===== config.mk =====
export PLATFORM = sky130hd
export DESIGN_NAME = accessory_discovery_screener
export DESIGN_NICKNAME = d
export VERILOG_FILES = /design/src/sv/ads_pkg.sv /design/src/sv/accessory_discovery_screener.sv /design/src/sv/ads_ram.sv /design/src/sv/ads_front.sv /design/src/sv/ads_queue.sv /design/src/sv/ads_back.sv
export SDC_FILE = /design/constraint.sdc
export NUM_CORES = 1
export LEC_CHECK = 0
export BUFFER_PORTS_ARGS = -buffer_cell sky130_fd_sc_hd__buf_4
export CORE_MARGIN = 5
export CORE_UTILIZATION = 40
export CTS_CLUSTER_SIZE = 30
export DETAILED_ROUTE_END_ITERATION = 12
export PLACE_DENSITY = 0.56
export SLEW_MARGIN = 0
export SYNTH_ARGS = -nofsm -noshare
export SYNTH_HDL_FRONTEND = slang
export SYNTH_SLANG_ARGS = --single-unit

===== constraint.sdc =====
create_clock -name i_clk -period 8.1 [get_ports i_clk]
set_input_delay 0.405 -clock i_clk [delete_from_list [all_inputs] [get_ports i_clk]]
set_output_delay 0.405 -clock i_clk [all_outputs]
set_load 0.005 [all_outputs]

===== src/sv/ads_pkg.sv =====
// Shared types, constants and register codes of the accessory discovery screener.
`default_nettype none

package ads_pkg;

    localparam int ADS_BLOCK_ENTRIES = 8;
    localparam int ADS_SLOT_COUNT    = 4;
    localparam int QUEUE_DEPTH       = 2;

    localparam int IN_TDATA_W  = 104;
    localparam int OUT_TDATA_W = 48;
    localparam int CFG_ADDR_W  = 3;
    localparam int CFG_DATA_W  = 24;
    localparam int RTC_W       = 24;
    localparam int ID_W        = 32;
    localparam int ENTRY_W     = ID_W + RTC_W;

    localparam logic [3:0] FAR_MAX     = 4'd15;
    localparam logic [4:0] HS_MAX      = 5'd31;
    localparam logic [4:0] ANNOUNCE_AT = 5'd25;

    typedef enum logic [CFG_ADDR_W-1:0] {
        CFG_FILTER_MODE   = 3'd0,
        CFG_MATCH_DEVICE  = 3'd1,
        CFG_LINK_EN       = 3'd2,
        CFG_SIG_LIMIT     = 3'd3,
        CFG_FAR_LIMIT     = 3'd4,
        CFG_BLOCK_TICKS   = 3'd5,
        CFG_ACCEL_LIMIT   = 3'd6,
        CFG_ONE_G         = 3'd7
    } t_cfg_addr;

    typedef enum logic [1:0] {
        MODE_DISABLED  = 2'd0,
        MODE_ADVERTISE = 2'd1,
        MODE_PASS_ALL  = 2'd2,
        MODE_MATCH_ONE = 2'd3
    } t_filter_mode;

    typedef enum logic [2:0] {
        ACT_NONE     = 3'd0,
        ACT_ASSIGN   = 3'd1,
        ACT_REPORT   = 3'd2,
        ACT_LIGHTS   = 3'd3,
        ACT_ANNOUNCE = 3'd4,
        ACT_RELEASE  = 3'd5
    } t_action;

    typedef enum logic [1:0] {
        COLOR_WHITE = 2'd0,
        COLOR_GREEN = 2'd1,
        COLOR_RED   = 2'd2
    } t_color;

    typedef enum logic [1:0] {
        KIND_NONE    = 2'd0,
        KIND_CONNECT = 2'd1,
        KIND_SCAN    = 2'd2,
        KIND_PROP    = 2'd3
    } t_kind;

    localparam logic [1:0]       RST_FILTER_MODE   = 2'd0;
    localparam logic [7:0]       RST_MATCH_DEVICE  = 8'd0;
    localparam logic             RST_LINK_EN       = 1'b1;
    localparam logic [7:0]       RST_SIG_LIMIT     = 8'd59;
    localparam logic [3:0]       RST_FAR_LIMIT     = 4'd5;
    localparam logic [RTC_W-1:0] RST_BLOCK_TICKS   = 24'd9831;
    localparam logic [7:0]       RST_ACCEL_LIMIT   = 8'd7;
    localparam logic [6:0]       RST_ONE_G         = 7'd32;

    typedef struct packed {
        logic [1:0]       filter_mode;
        logic [7:0]       match_device;
        logic             link_en;
        logic [7:0]       sig_limit;
        logic [3:0]       far_limit;
        logic [RTC_W-1:0] block_ticks;
        logic [7:0]       accel_limit;
        logic [6:0]       one_g;
    } t_cfg;

    typedef struct packed {
        t_kind            kind;
        logic [RTC_W-1:0] now;
        logic [7:0]       device;
        logic [ID_W-1:0]  id;
        logic [1:0]       slot;
        logic             far;
        t_color           color;
    } t_item;

    typedef struct packed {
        t_action         action;
        logic [1:0]      slot;
        logic [ID_W-1:0] id;
        logic [7:0]      device;
        t_color          color;
    } t_result;

endpackage

`default_nettype wire


===== src/sv/accessory_discovery_screener.sv =====
// Top level of the accessory discovery screener: registers, front end, queue and back end.
// A connect, prop-state or rejected word goes through the queue and then the result register.
// A scan-mode discovery word walks the block list one entry per cycle through the single read
// port of the list RAM; its result is loaded from the done state after any block list writes.
// Throughput: one word per cycle for other traffic while the output is not stalled; the front
// accepts while the queue has room.
// Reset (synchronous, active low) empties the queue and block list and loads the register defaults.
`default_nettype none

module accessory_discovery_screener
    import ads_pkg::*;
#(
    parameter int BLOCK_ENTRIES = ADS_BLOCK_ENTRIES,
    parameter int SLOT_COUNT    = ADS_SLOT_COUNT
) (
    input  wire logic                   i_clk,
    input  wire logic                   i_rst_n,
    // rtc_now, dev_code, accessory_id, signal_level, slot_index, accel_x, accel_y, accel_z
    input  wire logic [IN_TDATA_W-1:0]  i_s_tdata,
    // req_type
    input  wire logic                   i_s_tuser,
    input  wire logic                   i_s_tvalid,
    output logic                        o_s_tready,
    // out_slot, out_id, out_device, tilt_color
    output logic      [OUT_TDATA_W-1:0] o_m_tdata,
    // action
    output logic      [2:0]             o_m_tuser,
    output logic                        o_m_tvalid,
    input  wire logic                   i_m_tready,
    input  wire logic                   i_cfg_wr_en,
    input  wire logic [CFG_ADDR_W-1:0]  i_cfg_addr,
    input  wire logic [CFG_DATA_W-1:0]  i_cfg_wdata
);

    t_cfg    r_cfg;
    t_item   w_front_item;
    t_item   w_q_item;
    logic    w_q_full;
    logic    w_q_vld;
    logic    w_q_pop;
    t_result w_out;

    always_ff @(posedge i_clk) begin
        if (!i_rst_n) begin
            r_cfg.filter_mode   <= RST_FILTER_MODE;
            r_cfg.match_device  <= RST_MATCH_DEVICE;
            r_cfg.link_en       <= RST_LINK_EN;
            r_cfg.sig_limit     <= RST_SIG_LIMIT;
            r_cfg.far_limit     <= RST_FAR_LIMIT;
            r_cfg.block_ticks   <= RST_BLOCK_TICKS;
            r_cfg.accel_limit   <= RST_ACCEL_LIMIT;
            r_cfg.one_g         <= RST_ONE_G;
        end else if (i_cfg_wr_en) begin
            unique case (t_cfg_addr'(i_cfg_addr))
                CFG_FILTER_MODE:   r_cfg.filter_mode   <= i_cfg_wdata[1:0];
                CFG_MATCH_DEVICE:  r_cfg.match_device  <= i_cfg_wdata[7:0];
                CFG_LINK_EN:       r_cfg.link_en       <= i_cfg_wdata[0];
                CFG_SIG_LIMIT:     r_cfg.sig_limit     <= i_cfg_wdata[7:0];
                CFG_FAR_LIMIT:     r_cfg.far_limit     <= i_cfg_wdata[3:0];
                CFG_BLOCK_TICKS:   r_cfg.block_ticks   <= i_cfg_wdata[RTC_W-1:0];
                CFG_ACCEL_LIMIT:   r_cfg.accel_limit   <= i_cfg_wdata[7:0];
                CFG_ONE_G:         r_cfg.one_g         <= i_cfg_wdata[6:0];
                default: begin
                end
            endcase
        end
    end

    ads_front #(
        .SLOT_COUNT(SLOT_COUNT)
    ) u_front (
        .i_tdata(i_s_tdata),
        .i_tuser(i_s_tuser),
        .i_cfg  (r_cfg),
        .o_item (w_front_item)
    );

    ads_queue u_queue (
        .i_clk  (i_clk),
        .i_rst_n(i_rst_n),
        .i_push (i_s_tvalid),
        .i_item (w_front_item),
        .o_full (w_q_full),
        .o_vld  (w_q_vld),
        .o_item (w_q_item),
        .i_pop  (w_q_pop)
    );

    ads_back #(
        .BLOCK_ENTRIES(BLOCK_ENTRIES),
        .SLOT_COUNT   (SLOT_COUNT)
    ) u_back (
        .i_clk     (i_clk),
        .i_rst_n   (i_rst_n),
        .i_cfg     (r_cfg),
        .i_q_vld   (w_q_vld),
        .i_q_item  (w_q_item),
        .o_q_pop   (w_q_pop),
        .i_m_tready(i_m_tready),
        .o_out_vld (o_m_tvalid),
        .o_out     (w_out)
    );

    assign o_s_tready = !w_q_full;
    assign o_m_tuser  = w_out.action;
    assign o_m_tdata  = {4'd0, w_out.color, w_out.device, w_out.id, w_out.slot};

endmodule

`default_nettype wire


===== src/sv/ads_ram.sv =====
// Generic single-port-write, registered-read RAM.
`default_nettype none

module ads_ram #(
    parameter int WIDTH = 8,
    parameter int DEPTH = 8,
    localparam int AW = (DEPTH > 1) ? $clog2(DEPTH) : 1
) (
    input  wire logic             i_clk,
    input  wire logic             i_we,
    input  wire logic [AW-1:0]    i_waddr,
    input  wire logic [WIDTH-1:0] i_wdata,
    input  wire logic [AW-1:0]    i_raddr,
    output logic      [WIDTH-1:0] o_rdata
);

    logic [WIDTH-1:0] r_mem [DEPTH];

    always_ff @(posedge i_clk) begin
        if (i_we) begin
            r_mem[i_waddr] <= i_wdata;
        end
        o_rdata <= r_mem[i_raddr];
    end

endmodule

`default_nettype wire


===== src/sv/ads_front.sv =====
// Front end: unpacks an input word and classifies it into a queue item.
`default_nettype none

module ads_front
    import ads_pkg::*;
#(
    parameter int SLOT_COUNT = ADS_SLOT_COUNT
) (
    input  wire logic [IN_TDATA_W-1:0] i_tdata,
    input  wire logic                  i_tuser,
    input  wire t_cfg                  i_cfg,
    output t_item                      o_item
);

    logic [RTC_W-1:0] w_now;
    logic [7:0]       w_dev;
    logic [ID_W-1:0]  w_id;
    logic [7:0]       w_sig;
    logic [1:0]       w_slot;
    logic [7:0]       w_ax;
    logic [7:0]       w_ay;
    logic [7:0]       w_az;
    logic [7:0]       w_rssi;
    logic [7:0]       w_max;
    logic [7:0]       w_maz;
    logic [8:0]       w_dy;
    logic [8:0]       w_dy_neg;
    logic [7:0]       w_may;
    logic             w_pass;

    assign w_now  = i_tdata[23:0];
    assign w_dev  = i_tdata[31:24];
    assign w_id   = i_tdata[63:32];
    assign w_sig  = i_tdata[71:64];
    assign w_slot = i_tdata[73:72];
    assign w_ax   = i_tdata[81:74];
    assign w_ay   = i_tdata[89:82];
    assign w_az   = i_tdata[97:90];

    assign w_rssi = w_sig[7] ? (~w_sig + 8'd1) : w_sig;
    assign w_max  = w_ax[7] ? (~w_ax + 8'd1) : w_ax;
    assign w_maz  = w_az[7] ? (~w_az + 8'd1) : w_az;
    assign w_dy     = {w_ay[7], w_ay} - {2'b00, i_cfg.one_g};
    assign w_dy_neg = ~w_dy + 9'd1;
    assign w_may    = w_dy[8] ? w_dy_neg[7:0] : w_dy[7:0];

    assign w_pass = (i_cfg.filter_mode == MODE_PASS_ALL)
                 || ((i_cfg.filter_mode == MODE_MATCH_ONE) && (w_dev == i_cfg.match_device));

    always_comb begin
        o_item.now    = w_now;
        o_item.device = w_dev;
        o_item.id     = w_id;
        o_item.slot   = w_slot;
        o_item.far    = w_rssi > i_cfg.sig_limit;
        if ((w_ax == 8'd0) && (w_ay == 8'd0) && (w_az == 8'd0)) begin
            o_item.color = COLOR_WHITE;
        end else if ((w_max < i_cfg.accel_limit) && (w_maz < i_cfg.accel_limit)
                     && (w_may < i_cfg.accel_limit)) begin
            o_item.color = COLOR_GREEN;
        end else begin
            o_item.color = COLOR_RED;
        end
        priority if (i_tuser) begin
            o_item.kind = (32'(w_slot) < SLOT_COUNT) ? KIND_PROP : KIND_NONE;
        end else if (!w_pass || (w_rssi >= i_cfg.sig_limit)) begin
            o_item.kind = KIND_NONE;
        end else if (i_cfg.link_en) begin
            o_item.kind = KIND_CONNECT;
        end else begin
            o_item.kind = KIND_SCAN;
        end
    end

endmodule

`default_nettype wire


===== src/sv/ads_queue.sv =====
// Short queue of classified items between the front end and the back end.
`default_nettype none

module ads_queue
    import ads_pkg::*;
(
    input  wire logic  i_clk,
    input  wire logic  i_rst_n,
    input  wire logic  i_push,
    input  wire t_item i_item,
    output logic       o_full,
    output logic       o_vld,
    output t_item      o_item,
    input  wire logic  i_pop
);

    localparam int QAW = (QUEUE_DEPTH > 1) ? $clog2(QUEUE_DEPTH) : 1;

    t_item          r_mem [QUEUE_DEPTH];
    logic [QAW-1:0] r_wr;
    logic [QAW-1:0] r_rd;
    logic [QAW:0]   r_cnt;
    logic           w_push;
    logic           w_pop;

    assign o_full = r_cnt == (QAW+1)'(QUEUE_DEPTH);
    assign o_vld  = r_cnt != '0;
    assign o_item = r_mem[r_rd];
    assign w_push = i_push && !o_full;
    assign w_pop  = i_pop && o_vld;

    always_ff @(posedge i_clk) begin
        if (w_push) begin
            r_mem[r_wr] <= i_item;
        end
        if (!i_rst_n) begin
            r_wr  <= '0;
            r_rd  <= '0;
            r_cnt <= '0;
        end else begin
            if (w_push) begin
                r_wr <= (r_wr == QAW'(QUEUE_DEPTH - 1)) ? '0 : r_wr + QAW'(1);
            end
            if (w_pop) begin
                r_rd <= (r_rd == QAW'(QUEUE_DEPTH - 1)) ? '0 : r_rd + QAW'(1);
            end
            r_cnt <= r_cnt + (QAW+1)'(w_push) - (QAW+1)'(w_pop);
        end
    end

endmodule

`default_nettype wire


===== src/sv/ads_back.sv =====
// Back end: block list scan, slot and handshake state, and the result register.
`default_nettype none

module ads_back
    import ads_pkg::*;
#(
    parameter int BLOCK_ENTRIES = ADS_BLOCK_ENTRIES,
    parameter int SLOT_COUNT    = ADS_SLOT_COUNT
) (
    input  wire logic  i_clk,
    input  wire logic  i_rst_n,
    input  wire t_cfg  i_cfg,
    input  wire logic  i_q_vld,
    input  wire t_item i_q_item,
    output logic       o_q_pop,
    input  wire logic  i_m_tready,
    output logic       o_out_vld,
    output t_result    o_out
);

    localparam int IW = (BLOCK_ENTRIES > 1) ? $clog2(BLOCK_ENTRIES) : 1;
    localparam int SW = (SLOT_COUNT > 1) ? $clog2(SLOT_COUNT) : 1;

    typedef enum logic [4:0] {
        ST_IDLE = 5'b00001,
        ST_SCAN = 5'b00010,
        ST_WR1  = 5'b00100,
        ST_WR2  = 5'b01000,
        ST_DONE = 5'b10000
    } t_state;

    t_state              r_state, n_state;
    logic [BLOCK_ENTRIES-1:0] r_vld, n_vld;
    logic [3:0]          r_far [SLOT_COUNT];
    logic [3:0]          n_far [SLOT_COUNT];
    logic [4:0]          r_hs, n_hs;
    logic [ID_W-1:0]     r_linked, n_linked;
    logic                r_out_vld, n_out_vld;
    t_result             r_out, n_out;
    t_result             r_pend, n_pend;
    logic [ID_W-1:0]     r_cur_id, n_cur_id;
    logic [RTC_W-1:0]    r_cur_now, n_cur_now;
    logic [7:0]          r_cur_dev, n_cur_dev;
    logic [IW-1:0]       r_cmp_idx, n_cmp_idx;
    logic                r_have_e, n_have_e;
    logic [IW-1:0]       r_e_idx, n_e_idx;
    logic [IW-1:0]       r_w1_idx, n_w1_idx;
    logic [RTC_W-1:0]    r_w1_stamp, n_w1_stamp;
    logic [IW-1:0]       r_w2_idx, n_w2_idx;

    logic                w_out_free;
    logic                w_connect;
    logic                w_ram_we;
    logic [IW-1:0]       w_waddr;
    logic [ENTRY_W-1:0]  w_wdata;
    logic [IW-1:0]       w_raddr;
    logic [ENTRY_W-1:0]  w_rdata;
    logic [ID_W-1:0]     w_e_id;
    logic [RTC_W-1:0]    w_e_stamp;
    logic [RTC_W-1:0]    w_age;
    logic                w_hit;
    logic                w_stale;
    logic                w_last;
    logic [SW-1:0]       w_sidx;
    logic [3:0]          w_far_inc;
    logic [4:0]          w_hs_inc;
    t_result             w_report;

    ads_ram #(
        .WIDTH(ENTRY_W),
        .DEPTH(BLOCK_ENTRIES)
    ) u_block_ram (
        .i_clk  (i_clk),
        .i_we   (w_ram_we),
        .i_waddr(w_waddr),
        .i_wdata(w_wdata),
        .i_raddr(w_raddr),
        .o_rdata(w_rdata)
    );

    assign w_out_free = !r_out_vld || i_m_tready;
    assign w_e_id     = r_vld[r_cmp_idx] ? w_rdata[ID_W-1:0] : '0;
    assign w_e_stamp  = r_vld[r_cmp_idx] ? w_rdata[ENTRY_W-1:ID_W] : '0;
    assign w_age      = r_cur_now - w_e_stamp;
    assign w_hit      = w_e_id == r_cur_id;
    assign w_stale    = w_age >= i_cfg.block_ticks;
    assign w_last     = r_cmp_idx == IW'(BLOCK_ENTRIES - 1);
    assign w_sidx     = SW'(i_q_item.slot);
    assign w_far_inc  = (r_far[w_sidx] == FAR_MAX) ? FAR_MAX : r_far[w_sidx] + 4'd1;
    assign w_hs_inc   = (r_hs == HS_MAX) ? HS_MAX : r_hs + 5'd1;

    always_comb begin
        w_report.action = ACT_REPORT;
        w_report.slot   = 2'd0;
        w_report.id     = r_cur_id;
        w_report.device = r_cur_dev;
        w_report.color  = COLOR_WHITE;
    end

    always_comb begin
        n_state    = r_state;
        n_vld      = r_vld;
        n_far      = r_far;
        n_hs       = r_hs;
        n_linked   = r_linked;
        n_out_vld  = r_out_vld && !i_m_tready;
        n_out      = r_out;
        n_pend     = r_pend;
        n_cur_id   = r_cur_id;
        n_cur_now  = r_cur_now;
        n_cur_dev  = r_cur_dev;
        n_cmp_idx  = r_cmp_idx;
        n_have_e   = r_have_e;
        n_e_idx    = r_e_idx;
        n_w1_idx   = r_w1_idx;
        n_w1_stamp = r_w1_stamp;
        n_w2_idx   = r_w2_idx;
        o_q_pop    = 1'b0;
        w_connect  = 1'b0;
        w_ram_we   = 1'b0;
        w_waddr    = r_w2_idx;
        w_wdata    = {r_cur_now, r_cur_id};
        w_raddr    = r_cmp_idx + IW'(1);

        unique case (r_state)
            ST_IDLE: begin
                w_raddr = '0;
                if (i_q_vld && (i_q_item.kind == KIND_SCAN)) begin
                    o_q_pop   = 1'b1;
                    n_cur_id  = i_q_item.id;
                    n_cur_now = i_q_item.now;
                    n_cur_dev = i_q_item.device;
                    n_cmp_idx = '0;
                    n_have_e  = 1'b0;
                    n_state   = ST_SCAN;
                end else if (i_q_vld && w_out_free) begin
                    o_q_pop   = 1'b1;
                    n_out_vld = 1'b1;
                    n_out     = '0;
                    unique case (i_q_item.kind)
                        KIND_CONNECT: begin
                            w_connect    = 1'b1;
                            n_hs         = '0;
                            n_linked     = i_q_item.id;
                            n_out.action = ACT_ASSIGN;
                            n_out.id     = i_q_item.id;
                        end
                        KIND_PROP: begin
                            n_out.slot = i_q_item.slot;
                            if (i_q_item.far) begin
                                n_far[w_sidx] = w_far_inc;
                            end else begin
                                n_far[w_sidx] = '0;
                            end
                            if (i_q_item.far && (w_far_inc > i_cfg.far_limit)) begin
                                n_out.action = ACT_RELEASE;
                            end else begin
                                n_hs        = w_hs_inc;
                                n_out.color = i_q_item.color;
                                if (w_hs_inc == ANNOUNCE_AT) begin
                                    n_out.action = ACT_ANNOUNCE;
                                    n_out.id     = r_linked;
                                end else begin
                                    n_out.action = ACT_LIGHTS;
                                end
                            end
                        end
                        default: begin
                            n_out.action = ACT_NONE;
                        end
                    endcase
                end
            end
            ST_SCAN: begin
                n_cmp_idx = r_cmp_idx + IW'(1);
                if (w_hit) begin
                    if (!w_stale) begin
                        n_pend  = '0;
                        n_state = ST_DONE;
                    end else begin
                        n_pend = w_report;
                        if (r_have_e) begin
                            n_w1_idx   = r_cmp_idx;
                            n_w1_stamp = w_e_stamp;
                            n_w2_idx   = r_e_idx;
                            n_state    = ST_WR1;
                        end else begin
                            n_w2_idx = r_cmp_idx;
                            n_state  = ST_WR2;
                        end
                    end
                end else begin
                    if ((w_e_id == '0) && !r_have_e) begin
                        n_have_e = 1'b1;
                        n_e_idx  = r_cmp_idx;
                    end
                    if (w_last) begin
                        n_pend = w_report;
                        if (r_have_e) begin
                            n_w2_idx = r_e_idx;
                            n_state  = ST_WR2;
                        end else if (w_e_id == '0) begin
                            n_w2_idx = r_cmp_idx;
                            n_state  = ST_WR2;
                        end else begin
                            n_state = ST_DONE;
                        end
                    end
                end
            end
            ST_WR1: begin
                w_ram_we = 1'b1;
                w_waddr  = r_w1_idx;
                w_wdata  = {r_w1_stamp, {ID_W{1'b0}}};
                n_vld[r_w1_idx] = 1'b1;
                n_state  = ST_WR2;
            end
            ST_WR2: begin
                w_ram_we = 1'b1;
                n_vld[r_w2_idx] = 1'b1;
                n_state  = ST_DONE;
            end
            ST_DONE: begin
                if (w_out_free) begin
                    n_out_vld = 1'b1;
                    n_out     = r_pend;
                    n_state   = ST_IDLE;
                end
            end
            default: begin
                n_state = ST_IDLE;
            end
        endcase
    end

    always_ff @(posedge i_clk) begin
        r_out      <= n_out;
        r_pend     <= n_pend;
        r_cur_id   <= n_cur_id;
        r_cur_now  <= n_cur_now;
        r_cur_dev  <= n_cur_dev;
        r_cmp_idx  <= n_cmp_idx;
        r_have_e   <= n_have_e;
        r_e_idx    <= n_e_idx;
        r_w1_idx   <= n_w1_idx;
        r_w1_stamp <= n_w1_stamp;
        r_w2_idx   <= n_w2_idx;
        if (!i_rst_n) begin
            r_state   <= ST_IDLE;
            r_vld     <= '0;
            r_hs      <= '0;
            r_linked  <= '0;
            r_out_vld <= 1'b0;
            for (int i = 0; i < SLOT_COUNT; i++) begin
                r_far[i] <= '0;
            end
        end else begin
            r_state   <= n_state;
            r_vld     <= n_vld;
            r_hs      <= n_hs;
            r_linked  <= n_linked;
            r_out_vld <= n_out_vld;
            r_far     <= n_far;
        end
    end

    assign o_out_vld = r_out_vld;
    assign o_out     = r_out;

    a_ram_write_only_in_write_states: assert property (@(posedge i_clk) disable iff (!i_rst_n)
        w_ram_we |-> ((r_state == ST_WR1) || (r_state == ST_WR2)))
        else $error("block list written outside a write state");

    a_pop_only_when_idle: assert property (@(posedge i_clk) disable iff (!i_rst_n)
        o_q_pop |-> (r_state == ST_IDLE))
        else $error("queue popped while an item is in progress");

    a_handshake_drops_only_on_connect: assert property (@(posedge i_clk) disable iff (!i_rst_n)
        (r_hs < $past(r_hs)) |-> $past(w_connect))
        else $error("handshake count dropped without a connect");

    a_scan_result_after_done: assert property (@(posedge i_clk) disable iff (!i_rst_n)
        (r_state == ST_WR2) |=> (r_state == ST_DONE))
        else $error("insertion did not lead to the result stage");

endmodule

`default_nettype wire


; ---- Word-level counts from Yosys, hierarchy flattened
; Memories as Yosys holds them, arrays and structs flattened. A register that Yosys moved wholly into a read port is not among the register bits.
; Cells that the tools add are included.
[word_totals]
regBits = 328
mem_bits_rw = 590
inputBits = 137
output_inout_bits = 53
wordCells = 253
mem_count = 2
[memory_table]
columns = memory, depth, width, read_ports, rd_ports_with_merged_regs, write_ports, line
row1 = u_back.u_block_ram.r_mem, 8, 56, 1, 1, 1, ads_ram.sv:17  ; logic [WIDTH-1:0] r_mem [DEPTH];
row2 = u_queue.r_mem, 2, 71, 1, 1, 1, ads_queue.sv:19  ; t_item r_mem [QUEUE_DEPTH];
[classes]
addsub = 13
magnitude_cmp = 14
eq_ne = 33
muxes = 85
n_bitwise = 11
n_reduce_logical = 56
[op_table]
columns = operator, count
row1 = $mux 47, 5
row2 = $mux 32, 3
row3 = $pmux 47 s2, 1
row4 = $pmux 32 s2, 1
row5 = $mux 56, 1
row6 = $mux 46, 1
row7 = $mux 5, 9
row8 = $mux 3, 11
row9 = $add 8x1->8 const B, 4
row10 = $eq 32x32->1, 1
row11 = $logic_not 32->1, 1
row12 = $mux 8, 4
row13 = $not 8->8, 4
row14 = $pmux 5 s5, 1
row15 = $ge 24x24->1, 1
row16 = $logic_not 8->1, 3
row17 = $lt 8x8->1, 3
row18 = $mux 24, 1
row19 = $reduce_and 4->1, 6
row20 = $sub 24x24->24, 1
row21 = $reduce_and 2->1, 11
row22 = $mux 1, 21
row23 = $mux 4, 5
row24 = $and 16x16->16, 1
row25 = 53 further kinds, 112

; ---- Longest topological paths before layout
[depth]
ltp_word = 13
ltp_mapped = 25

; ---- Hierarchy
; Synthesis repeated with hierarchy kept, for this count alone.
[unflattened]
hier_cells = 2763
area_unflattened_um2 = 41399.7
[modules_own_cells]
columns = module, instances, cells_each, area_each_um2, seq_area_each_um2
row1 = ads_ram, 1, 716, 17974.7, 14574.0
row2 = ads_back, 1, 1247, 13005.0, 7016.7
row3 = ads_queue, 1, 248, 5714.2, 4364.2
row4 = accessory_discovery_screener, 1, 252, 2544.9, 1241.2
row5 = ads_front, 1, 300, 2160.8, 0.0

; ---- Least setup slack after synthesis
; No wires, ideal clock.
[synth_path]
path_kind = flip-flop to flip-flop
startpoint = register (tool-made name)
endpoint = register u_queue.r_cnt[1]
setup_ns = 0.115
t_arrival_ns = 6.859
slack_ns = 1.126
path_stages_with_launch = 14
synth_period_minus_slack_ns = 6.974
path_cell_list = dfxtp_1 -> clkbuf_1 -> clkbuf_1 -> nand2_1 -> nor2_1 -> a21oi_1 -> nor3_1 -> or2_2 -> ha_1 -> inv_1 -> ha_1 -> xnor2_1 -> xnor2_1 -> and2_1
[synth_lines]
columns = element, line
row1 = "end signal, assigned", ads_queue.sv:47  ; r_cnt <= r_cnt + (QAW+1)'(w_push) - (QAW+1)'(w_pop);
row2 = "end, declared", ads_queue.sv:22  ; logic [QAW:0] r_cnt;

; ---- Worst setup path in the final report
[layout_path]
startpoint = register u_back.r_cmp_idx[1]
endpoint = register u_back.r_w2_idx[0], enable pin
[layout_between]
elab_chain_cells = 7
elab_cells_between_ends = 13
classes_between = add/sub (1) / order compare (1) / eq/ne (3) / mux (4) / reduce/logical (4)
[layout_lines]
columns = element, line
row1 = "start, declared", ads_back.sv:44  ; logic [IW-1:0] r_cmp_idx, n_cmp_idx;
row2 = "start signal, assigned", ads_back.sv:242  ; r_cmp_idx <= n_cmp_idx;
row3 = $bmux 1 s3, "ads_back.sv:82, ads_back.sv:83"
row4 = $mux 1 (not written as such), "ads_back.sv:82, ads_back.sv:83"
row5 = $mux 24, ads_back.sv:83  ; assign w_e_stamp = r_vld[r_cmp_idx] ? w_rdata[ENTRY_W-1:ID_W] : '0;
row6 = $sub 24x24->24, ads_back.sv:84  ; assign w_age = r_cur_now - w_e_stamp;
row7 = $ge 24x24->1, ads_back.sv:86  ; assign w_stale = w_age >= i_cfg.block_ticks;
row8 = $ne 2x2->1 (no source line), n/a
row9 = $reduce_and 4->1 (no source line) (*), n/a
row10 = "end signal, assigned", ads_back.sv:247  ; r_w2_idx <= n_w2_idx;
row11 = "end, declared", ads_back.sv:49  ; logic [IW-1:0] r_w2_idx, n_w2_idx;
; Every way passes the cells marked *; elsewhere a longest branch is shown, timed or not. The select of a mux whose other input is x is not followed.
; A chain may end at the register's enable or synchronous reset.

==> results.json <==
{
  "status": "finished, final reports clean",
  "clk_pin_slew_ns": 0.06,
  "antenna_found_initial": 5,
  "p_leak_nw": 17.2,
  "finalMaxSlewViolations": 0,
  "worstPathArrival_ns": 7.19,
  "h-tree-depth": 3,
  "dp_cells": 4859,
  "grt_first_pass_wirelength_um": 156000,
  "yosysTopAreaCellShare_pct": 56.8,
  "ys_seq_area_share_pct": 66.1,
  "routed_via_density": 5.20,
  "syn_inst": 3444,
  "path_max_fanout": 35,
  "async_flop_share_pct": 0,
  "fmax_mhz": 147,
  "finClkSkew_ns": 0.0200,
  "ios": 190,
  "area_growth_pct": 16.7,
  "start_kind": "register",
  "irDropWorstVdd_v": 0.000206,
  "drc": 0,
  "dpl_worst_slack_ns": 1.23,
  "synthFlopType": "edfxtp_1",
  "grt_pass1_vias": 25911,
  "seq_area_um2": 27200,
  "setup_slack_ns": 1.27,
  "placedInstanceArea_um2": 44100,
  "holdBufCountCts": 75,
  "root_buffer": "clkbuf_16",
  "dp_hpwl_um": 63300,
  "fin_crit_ns": 6.83,
  "place.gp.congestion": 0.816,
  "final_area_um2": 48100,
  "yosysUniqueCellTypes": 73,
  "criticalPathCategory": "register to register",
  "initial_core_util_pct": 40.4,
  "cts-resized-gates": 0,
  "cts_sinks": 969,
  "r2r_slack_ns": 1.27,
  "slew_headroom_pct": 23.2,
  "hold_depth": 3,
  "syn_area_um2": 41200,
  "worst_slew_pin_slew_ns": 1.14,
  "met2_length_um": 48800,
  "fp.dieH_um": 331,
  "hold_path_class": "input port to register",
  "rows": 117,
  "hold_viol": 0,
  "totalWireLength_um": 104000,
  "die_area_um2": 109000,
  "synth_top_cells_by_area": "edfxtp_1 57%, dfxtp_1 9.2%, nand2_1 4.4%, ha_1 3.0%, a21oi_1 2.6%",
  "clock_path_buffers": 3,
  "die_x_um": 331,
  "drtPass1Iterations": 5,
  "grt_usage_pct": 18.6,
  "m1WireLength_um": 48000,
  "gr-total-overflow": 0,
  "synth_area_per_cell_um2": 12.0,
  "finalSetupViolations": 0,
  "synth_top_area_cell": "edfxtp_1",
  "top_layer": "met4",
  "critPathCaptureType": "register",
  "fin_nets": 3903,
  "route.vias.total": 26601,
  "avgRoutedWirePerCell_um": 20.3,
  "insertion_delay_ns": 0.66,
  "synth_seq_cells": 969,
  "fin_tns_setup_ns": 0,
  "yosys_warnings": 0,
  "rsz0062_at_grt": "false",
  "port_buffers": 179,
  "stdcell_count": 5119,
  "antenna_left": 0,
  "cts_setup_buffers": 0,
  "multiInputGateArea_um2": 12800,
  "pwr_density_cell_nw_per_um2": 287,
  "synth-edff-count": 779,
  "dr_wl_met3_um": 5310,
  "layout-drive-gt1-share_pct": 12.8,
  "reg2regPathDepth": 20,
  "grt_max_degree": 155,
  "p_total_mw": 13.8,
  "drtIter0Drc": 1955,
  "fillers": 9171,
  "finish.utilization_pct": 47.1,
  "cp.required_ns": 8.46,
  "cts_tree": "yes",
  "timing.hold.ws_ns": 0.0335,
  "period_share_pct": 84.3,
  "cts_buffers": 97,
  "core_area_um2": 102000,
  "maxCapViolCount": 0
}
kinds of logic (layout without fill, tap and decap cells):
family | count (synthesis) | after routing | share of synthesized area, %
buf+inv | 346 | 649 | 3.20
xor+xnor | 77 | 77 | 1.67
compound gates | 620 | 620 | 9.13
other cells | 1 | 5 | 0.00911
mux | 104 | 104 | 2.95
simple gates | 1226 | 1226 | 13.9
flops | 969 | 969 | 66.1
fa+ha+maj | 101 | 101 | 3.11
synth_stat cells (31+ instances only):
cell and n:
a21boi_0 47, a21oi_1 218, and2_1 79, clkbuf_1 149, dfxtp_1 190, edfxtp_1 779, ha_1 99, inv_1 171
mux2_2 70, nand2_1 481, nand2b_1 31, nand3_1 186, nor2_1 178, nor2b_1 33, nor3_1 128, nor3b_1 35
o21ai_0 164, xnor2_1 58
power by group:
| group | total [mW] | switching (mW) | leakage, nW | internal [mW] |
|---|---|---|---|---|
| clock | 4.57 | 1.90 | 1.55 | 2.67 |
| sequential | 6.38 | 0.375 | 8.60 | 6.00 |
| combinational | 2.85 | 1.83 | 7.04 | 1.02 |
| total | 13.8 | 4.10 | 17.2 | 9.69 |
registers in the layout, summed over array words and instances, names as in the netlist, 5 cells and up, named ones only:
name and count:
r_cfg 62, u_back.u_block_ram.r_mem 448, u_queue.r_mem 142, u_back.r_pend 41, u_back.r_cur_id 32, u_back.r_w1_stamp 24
u_back.o_out 47, u_back.r_state 5, u_back.r_vld 8, u_back.r_cur_now 24, u_back.r_cur_dev 8, u_back.u_block_ram.o_rdata 56
u_back.r_linked 32, u_back.r_far 16, u_back.r_hs 5
layout by cell type (no fill, tap or decap), types with 47 or more instances in the layout:
cell type        n
edfxtp_1       779
nand2_1        479
a21oi_1        218
buf_4          216
dfxtp_1        189
nand3_1        186
inv_1          171
nor2_1         164
o21ai_0        164
nor3_1         127
clkbuf_16       99
ha_1            98
and2_1          78
dlygate4sd3_1   75
mux2_2          70
xnor2_1         58
a21boi_0        47
area by class of cell:
cell class	instances	share of cell area (%)
Multi-Input combinational cell	2132	26.7
Clock inverter	44	1.17
Inverter	172	1.34
Antenna cell	1	0.00521
Clock buffer	140	5.58
Sequential cell	969	56.6
Timing Repair Buffer	293	5.02
Tap cell	1368	3.56
path summary, 6_finish.rpt:
path / start / to
setup / recovery: u_back.r_cmp_idx[1] / u_back.r_w2_idx[0]
hold / removal: i_cfg_wdata[20] / r_cfg[35]
hold reg to reg: r_cfg[38] / r_cfg[38]
setup reg to reg: u_back.r_cmp_idx[1] / u_back.r_w2_idx[0]
critical path, cell delays in order (launching register included):
cell	delay, ns
edfxtp_1	0.49
mux4_2	0.58
mux2_2	0.55
nand2_1	0.25
ha_1	0.25
nor2b_1	0.14
o31ai_1	0.24
a21oi_1	0.20
a2111oi_0	0.55
o21ai_0	0.30
a311oi_1	0.42
a21oi_1	0.14
xor2_1	0.18
ha_1	0.32
nand4_1	0.13
or2_2	0.34
nor2_1	0.22
a31oi_1	0.12
buf_4	0.19
nand2_2	0.55
o311a_1	0.35
layer usage:
metal	vias to the layer above	track usage, %
li1	12846	-
met1	12957	26.2
met5	-	0
met2	672	30.8
met4	0	4.43
met3	126	2.63
Note: power is estimated with default switching activity, not from simulation.
